==> src/rtl/flow_table_wildcard_lookup_assert.svh <==
// Assertion macros for the flow table lookup block.
`ifndef FLOW_TABLE_WILDCARD_LOOKUP_ASSERT_SVH
`define FLOW_TABLE_WILDCARD_LOOKUP_ASSERT_SVH
`ifndef SYNTHESIS
`define FTWL_ASSERT_IMPL(label, clk, rstn, prop, msg) \
    label: assert property (@(posedge clk) disable iff (!rstn) prop) else $error(msg);
`define FTWL_ASSERT_NEXT(label, clk, rstn, ante, cons, msg) \
    label: assert property (@(posedge clk) disable iff (!rstn) (ante) |=> (cons)) else $error(msg);
`else
`define FTWL_ASSERT_IMPL(label, clk, rstn, prop, msg)
`define FTWL_ASSERT_NEXT(label, clk, rstn, ante, cons, msg)
`endif
`endif

==> src/rtl/ftwl_pkg.sv <==
`timescale 1ns / 1ps
// ----------------------------------------------------------------------------
// Flow table lookup package
// Types, command codes and the entry match function.
// ----------------------------------------------------------------------------
package ftwl_pkg;

    localparam int DefTableDepth = 16;
    localparam logic [15:0] NormalPort = 16'hfffa;

    typedef enum logic [1:0] {
        CMD_LOOKUP = 2'd0,
        CMD_WRITE  = 2'd1,
        CMD_CLEAR  = 2'd2,
        CMD_NONE   = 2'd3
    } cmd_t;

    typedef struct packed {
        logic [1:0]  cmd;
        logic [3:0]  slot;
        logic [15:0] in_port;
        logic [47:0] src_mac;
        logic [47:0] dst_mac;
        logic [18:0] vlan_info;
        logic [15:0] eth_type;
        logic [15:0] tos_proto;
        logic [63:0] ip_pair;
        logic [31:0] l4_ports;
        logic [21:0] wild_mask;
        logic [31:0] prio_action;
    } in_item_t;

    typedef struct packed {
        logic        hit;
        logic        exact;
        logic [3:0]  hit_index;
        logic [15:0] out_port;
        logic [15:0] hit_priority;
    } out_item_t;

    typedef struct packed {
        logic [15:0] in_port;
        logic [47:0] src_mac;
        logic [47:0] dst_mac;
        logic [18:0] vlan;
        logic [15:0] eth_type;
        logic [15:0] tos_proto;
        logic [63:0] ip_pair;
        logic [31:0] l4_ports;
        logic [21:0] wildcards;
        logic [15:0] prio;
        logic [15:0] out_port;
    } entry_t;

    typedef enum logic [1:0] {
        ST_IDLE,
        ST_SCAN,
        ST_DONE
    } scan_state_t;

    function automatic logic [31:0] prefix_mask(input logic [5:0] count);
        logic [31:0] m;
        m = 32'hffff_ffff << count[4:0];
        if (count[5]) begin
            m = '0;
        end
        return m;
    endfunction

    function automatic logic entry_match(input entry_t e, input in_item_t k);
        logic [21:0] w;
        logic        ok;
        w  = e.wildcards;
        ok = 1'b1;
        if (!w[0] && k.in_port != e.in_port) ok = 1'b0;
        if (!w[2] && k.src_mac != e.src_mac) ok = 1'b0;
        if (!w[3] && k.dst_mac != e.dst_mac) ok = 1'b0;
        if (!w[1] && k.vlan_info[15:0] != e.vlan[15:0]) ok = 1'b0;
        if (!w[1] && !w[20] && k.vlan_info[18:16] != e.vlan[18:16]) ok = 1'b0;
        if (!w[4] && k.eth_type != e.eth_type) ok = 1'b0;
        if (!w[21] && k.tos_proto[15:8] != e.tos_proto[15:8]) ok = 1'b0;
        if (!w[5] && k.tos_proto[7:0] != e.tos_proto[7:0]) ok = 1'b0;
        if (((k.ip_pair[63:32] ^ e.ip_pair[63:32]) & prefix_mask(w[13:8])) != '0) ok = 1'b0;
        if (((k.ip_pair[31:0] ^ e.ip_pair[31:0]) & prefix_mask(w[19:14])) != '0) ok = 1'b0;
        if (!w[6] && k.l4_ports[31:16] != e.l4_ports[31:16]) ok = 1'b0;
        if (!w[7] && k.l4_ports[15:0] != e.l4_ports[15:0]) ok = 1'b0;
        return ok;
    endfunction

endpackage

==> src/rtl/ftwl_queue.sv <==
`timescale 1ns / 1ps
// ----------------------------------------------------------------------------
// Flow table command queue
// Two-entry queue between the command front end and the table engine.
// ----------------------------------------------------------------------------
module ftwl_queue (
    input  logic                aclk,
    input  logic                aresetn,
    input  logic                wr_valid,
    output logic                wr_ready,
    input  ftwl_pkg::in_item_t  wr_data,
    output logic                rd_valid,
    input  logic                rd_ready,
    output ftwl_pkg::in_item_t  rd_data
);
    import ftwl_pkg::*;
`include "flow_table_wildcard_lookup_assert.svh"

    in_item_t   mem_reg [2];
    logic       wptr_reg, rptr_reg;
    logic [1:0] cnt_reg;
    logic       do_wr, do_rd;

    assign wr_ready = (cnt_reg != 2'd2);
    assign rd_valid = (cnt_reg != 2'd0);
    assign rd_data  = mem_reg[rptr_reg];
    assign do_wr    = wr_valid && wr_ready;
    assign do_rd    = rd_valid && rd_ready;

    always_ff @(posedge aclk) begin
        if (do_wr) begin
            mem_reg[wptr_reg] <= wr_data;
        end
    end

    always_ff @(posedge aclk) begin
        if (!aresetn) begin
            wptr_reg <= 1'b0;
            rptr_reg <= 1'b0;
            cnt_reg  <= 2'd0;
        end else begin
            if (do_wr) wptr_reg <= ~wptr_reg;
            if (do_rd) rptr_reg <= ~rptr_reg;
            cnt_reg <= cnt_reg + 2'(do_wr) - 2'(do_rd);
        end
    end

    `FTWL_ASSERT_IMPL(a_cnt_range, aclk, aresetn, (cnt_reg <= 2'd2), "queue count out of range")
    `FTWL_ASSERT_NEXT(a_full_hold, aclk, aresetn, (cnt_reg == 2'd2 && !do_rd), (cnt_reg == 2'd2), "full queue lost a beat")
    `FTWL_ASSERT_IMPL(a_ptr_sync, aclk, aresetn, ((cnt_reg == 2'd1) == (wptr_reg != rptr_reg)), "queue pointers disagree with count")
endmodule

==> config.mk <==
export PLATFORM = sky130hd
export DESIGN_NAME = ftwl_queue
export DESIGN_NICKNAME = d
export VERILOG_FILES = /design/src/rtl/ftwl_pkg.sv /design/src/rtl/ftwl_queue.sv
export VERILOG_INCLUDE_DIRS = /design/src /design/src/rtl
export SDC_FILE = /design/constraint.sdc
export NUM_CORES = 1
export LEC_CHECK = 0
export BUFFER_PORTS_ARGS = -buffer_cell sky130_fd_sc_hd__buf_2
export CAP_MARGIN = 20
export CORE_AREA = 2 2 253 255
export CTS_CLUSTER_DIAMETER = 50
export CTS_CLUSTER_SIZE = 10
export DETAILED_ROUTE_END_ITERATION = 10
export DIE_AREA = 0 0 255 257
export GPL_TIMING_DRIVEN = 0
export REMOVE_ABC_BUFFERS = 1
export SKIP_LAST_GASP = 1
export SYNTH_ARGS = -nofsm -noshare
export SYNTH_HDL_FRONTEND = slang
export SYNTH_SLANG_ARGS = --single-unit
==> constraint.sdc <==
create_clock -name aclk -period 27.4 [get_ports aclk]
set_clock_uncertainty 0.05 [all_clocks]
set_input_delay 1.37 -clock aclk [delete_from_list [all_inputs] [get_ports aclk]]
set_output_delay 1.37 -clock aclk [all_outputs]
set_load 0.1 [all_outputs]
Word level (Yosys, flattened, before mapping)
Memory sizes are Yosys's and may differ from the RTL's. A register that Yosys moved wholly into a read port is not among the register bits. Index checks and enable logic that the tools add are counted.

$add $sub $neg: 2. Equality and inequality tests: 1. Muxes and demuxes: 4. Bitwise logic cells: 2. Reductions and logical operators: 3.

Operators by type and width (count): 1-bit 2-to-1 mux (4); 2-bit by 1-bit adder with 2-bit output (1); 1-bit logical AND (2); 2-bit inequality test (second input constant) (1); 1-bit inverter (2); 2-bit nonzero test (1); 2-bit by 1-bit subtractor with 2-bit output (1).

Register bits: 4. Memory bits (writable): 638. Bits of input ports: 323. Output and inout bits: 321. Word-level logic and storage cells: 16. Memories kept: 1.

Memory list: mem_reg (depth 2, bits a word 319, read ports 1, clocked after Yosys merged registers in 1, wr ports 1, RTL line ftwl_queue.sv:19) `in_item_t mem_reg [2];`.

Depth between registers and ports, before layout
Depth after elaboration: 4. Depth in mapped cells: 8. Mapped depth without buffers: 8.

Least setup slack after synthesis
Ideal clock, no wire load.

Path kind: in2reg. From: input wr_valid. To: memory mem_reg[0][0] (netlist bit) (enable). Setup time: 1008 ps. Arrival time: 14741 ps. Data required time: 26342 ps. Path slack: 11602 ps. Stages on the path: 2. Path buffers: 0. Path through: nand2_1 -> nor2_1.

Word-level cells in the longest chain between the ends: 3.

RTL lines: start: declaration (RTL line ftwl_queue.sv:9) `input logic wr_valid,`; 1-bit logical AND (RTL line ftwl_queue.sv:27) `assign do_wr = wr_valid && wr_ready;`; 1-bit 2-to-1 mux (RTL line ftwl_queue.sv:31) `if (do_wr) begin`; 1-bit 2-to-1 mux (implied by the code) (RTL line ftwl_queue.sv:32) `mem_reg[wptr_reg] <= wr_data;`; end: declaration (RTL line ftwl_queue.sv:19).

Every way passes these cells.

==> flow_metrics.py <==
metrics = {
    "run_status": {
        "status": "finished, final reports clean",
    },
    "timing": {
        "finalHoldViolations": 0,
        "setup_tns_ns": 0,
        "worst_pin_slew_ns": 0.6504,
        "fin_crit_sh": 0.1663,
        "rsz0062_at_grt": "no",
        "min_period_ns": 4.558,
        "setup_violations": 0,
        "fmax_mhz": 219.4,
        "final_max_slew_viol_count": 0,
        "slew-limit-headroom": 0.5653,
    },
    "setup_path": {
        "worst_setup_path_start_kind": "flop",
        "critPathRequiredTime_ns": 25.98,
        "path_buf_inv": 4,
        "path_class": "flop to primary output",
        "critPathCaptureType": "primary output",
        "cp_top_family": "buffers and inverters",
        "cp_cell_sequence": "buf_16 > buf_16 > buf_16 > mux2_2 > buf_2",
        "cp_common_cell": "buf_16",
        "crit_slowest_cell": "dfxtp_4",
        "max_stage_delay_ns": 0.70,
        "critPathMaxFanout": 67,
        "worstPathArrival_ns": 3.14,
    },
    "place": {
        "dp_cells": 2494,
        "numPortBuffers": 643,
        "dp_hpwl_um": 36770,
        "globalplace.congestion": 0.7685,
    },
    "clock_tree": {
        "clock_sinks": 643,
        "clock_latency_ns": 0.59,
        "cts_buffers": 81,
        "clock_path_buffers": 3,
        "cts-root-buf": "clkbuf_16",
        "post-cts-setup-buffer-count": 0,
        "htreeDepth": 3,
        "cts_tree": "yes",
        "ctsHoldBuffers": 0,
        "postCtsResizedCells": 0,
        "path_clk_slew_ns": 0.05,
    },
    "synth": {
        "syn_avg_cell_area_um2": 23.01,
        "seq_area_frac_synth": 0.8238,
        "synthCells": 1016,
        "ys_ff_latch": 643,
        "netlist_area_um2": 23380,
        "synth.distinct_cells": 18,
        "ys_warn_count": 0,
    },
    "hold_path": {
        "hp-class": "flop to flop",
    },
    "final_layout": {
        "largest_reg_flops": 638,
        "most-common-layout-cells": "643 x buf_2, 638 x edfxtp_1, 319 x mux2_2, 84 x clkbuf_16, 15 x buf_16",
        "layout_commonest_cell": "buf_2",
        "synthToLayoutAreaGrowth_pct": 29.39,
        "fin_util": 0.4822,
        "drive_above_1_share": 0.6195,
        "fin_cells": 2620,
        "nNetsFinal": 2056,
    },
    "route": {
        "num_vias": 12100,
        "drt_wl_total_um": 52010,
        "wl_per_cell_um": 19.85,
        "remaining_drc_errors": 0,
        "vias_per_cell": 4.618,
        "antenna_left": 0,
        "drtIter0Drc": 517,
        "dr.pass1.iters": 4,
    },
    "global_route": {
        "grt_pass1_vias": 12860,
        "grt_start_max_net_pins": 68,
        "grt_pass1_wl_um": 75350,
        "grt.overflow.total": 0,
        "track_usage": 0.1530,
        "antenna_found_initial": 23,
    },
    "pwr": {
        "ir_drop_v": 0.00008213,
        "p_total_mw": 3.829,
        "pwr_density_cell_nw_per_um2": 126.6,
        "power_leakage_nw": 11.16,
    },
    "floorplanning": {
        "fp.dieArea_um2": 65540,
        "floorplan.rows": 92,
        "coreArea_um2": 62740,
        "initial_core_util": 0.3727,
        "fp.dieH_um": 257,
        "die_w_um": 255,
        "ioPinCount": 644,
    },
    "run": {
        "drv_cap": 0,
    },
}
==> cell usage after synthesis (all sizes together) <==
master  instances  area [µm²]
mux2i           1       10.01
nand2           2       7.510
and3            1       6.260
mux2          319        3592
o21a            1       7.510
ha              2       25.02
or2             1       6.260
buf            35       394.1
nor2            1       3.750
xnor2           3       26.28
dfxtp           5       100.1
edfxtp        638       19160
inv             1       3.750
and2            2       12.51
nor2b           2       12.51
nand2b          2       12.51
==> metal layers <==
layer,vias up,wire (µm),GRT usage
met4,16,1776,0.07342
met2,427,27450,0.2704
met5,-,106,0
met3,115,4561,0.05624
met1,6028,18120,0.1594
li1,5512,-,-
==> path summary, 6_finish.rpt <==
kind,startpoint,endpoint,slack [ns],cells past startpoint
max,flop,rd_data[235],22.84,5
min,wptr_reg,wptr_reg,0.48,2
max reg2reg,cnt_reg[0],mem_reg[0][298],24.67,8
min reg2reg,wptr_reg,wptr_reg,0.48,2
==> worst min-delay path, cell delays in order (launching register included) <==
cell and delay [ns]:
dfxtp_1 0.35, nand2_1 0.07, mux2i_1 0.06
==> power by group <==
group	total (mW)	switching (mW)	internal (mW)	leakage (nW)
clock network	0.939	0.372	0.567	1.14
registers	1.27	0.0324	1.23	6.00
logic	1.62	1.32	0.299	4.01
==> kinds of logic (layout without fill, tap and decap cells) <==
| kind of cell | after synthesis | in the layout | synth area share |
|---|---|---|---|
| other cells | 0 | 16 | 0 |
| flops | 643 | 643 | 0.8238 |
| mux | 320 | 320 | 0.1541 |
| simple gates | 11 | 11 | 0.002622 |
| xor+xnor | 3 | 3 | 0.001124 |
| fa+ha+maj | 2 | 2 | 0.001070 |
| compound gates | 1 | 1 | 0.0003212 |
| buf+inv | 36 | 778 | 0.01702 |
==> layout make-up <==
type,instances,area [µm²]
tap,846,1059
antenna,16,40.04
fill,5323,32490
clock buffer,89,2121
multi-input combinational,337,3735
timing repair buffer,667,3811
inverter,1,3.754
sequential,643,19260
clock inverter,21,217.7
==> through the flow <==
step	setup slack (ns)	cell area [µm²]	hold WS [ns]
global placement	3.555	27260	0.4148
floorplan	11.60	22980	0.4049
global route	22.66	30240	0.5046
detailed placement	23.40	27870	0.4749
finish	22.84	30250	0.4844
CTS	22.76	30210	0.4868
Note: power is estimated with default switching activity, not from simulation.
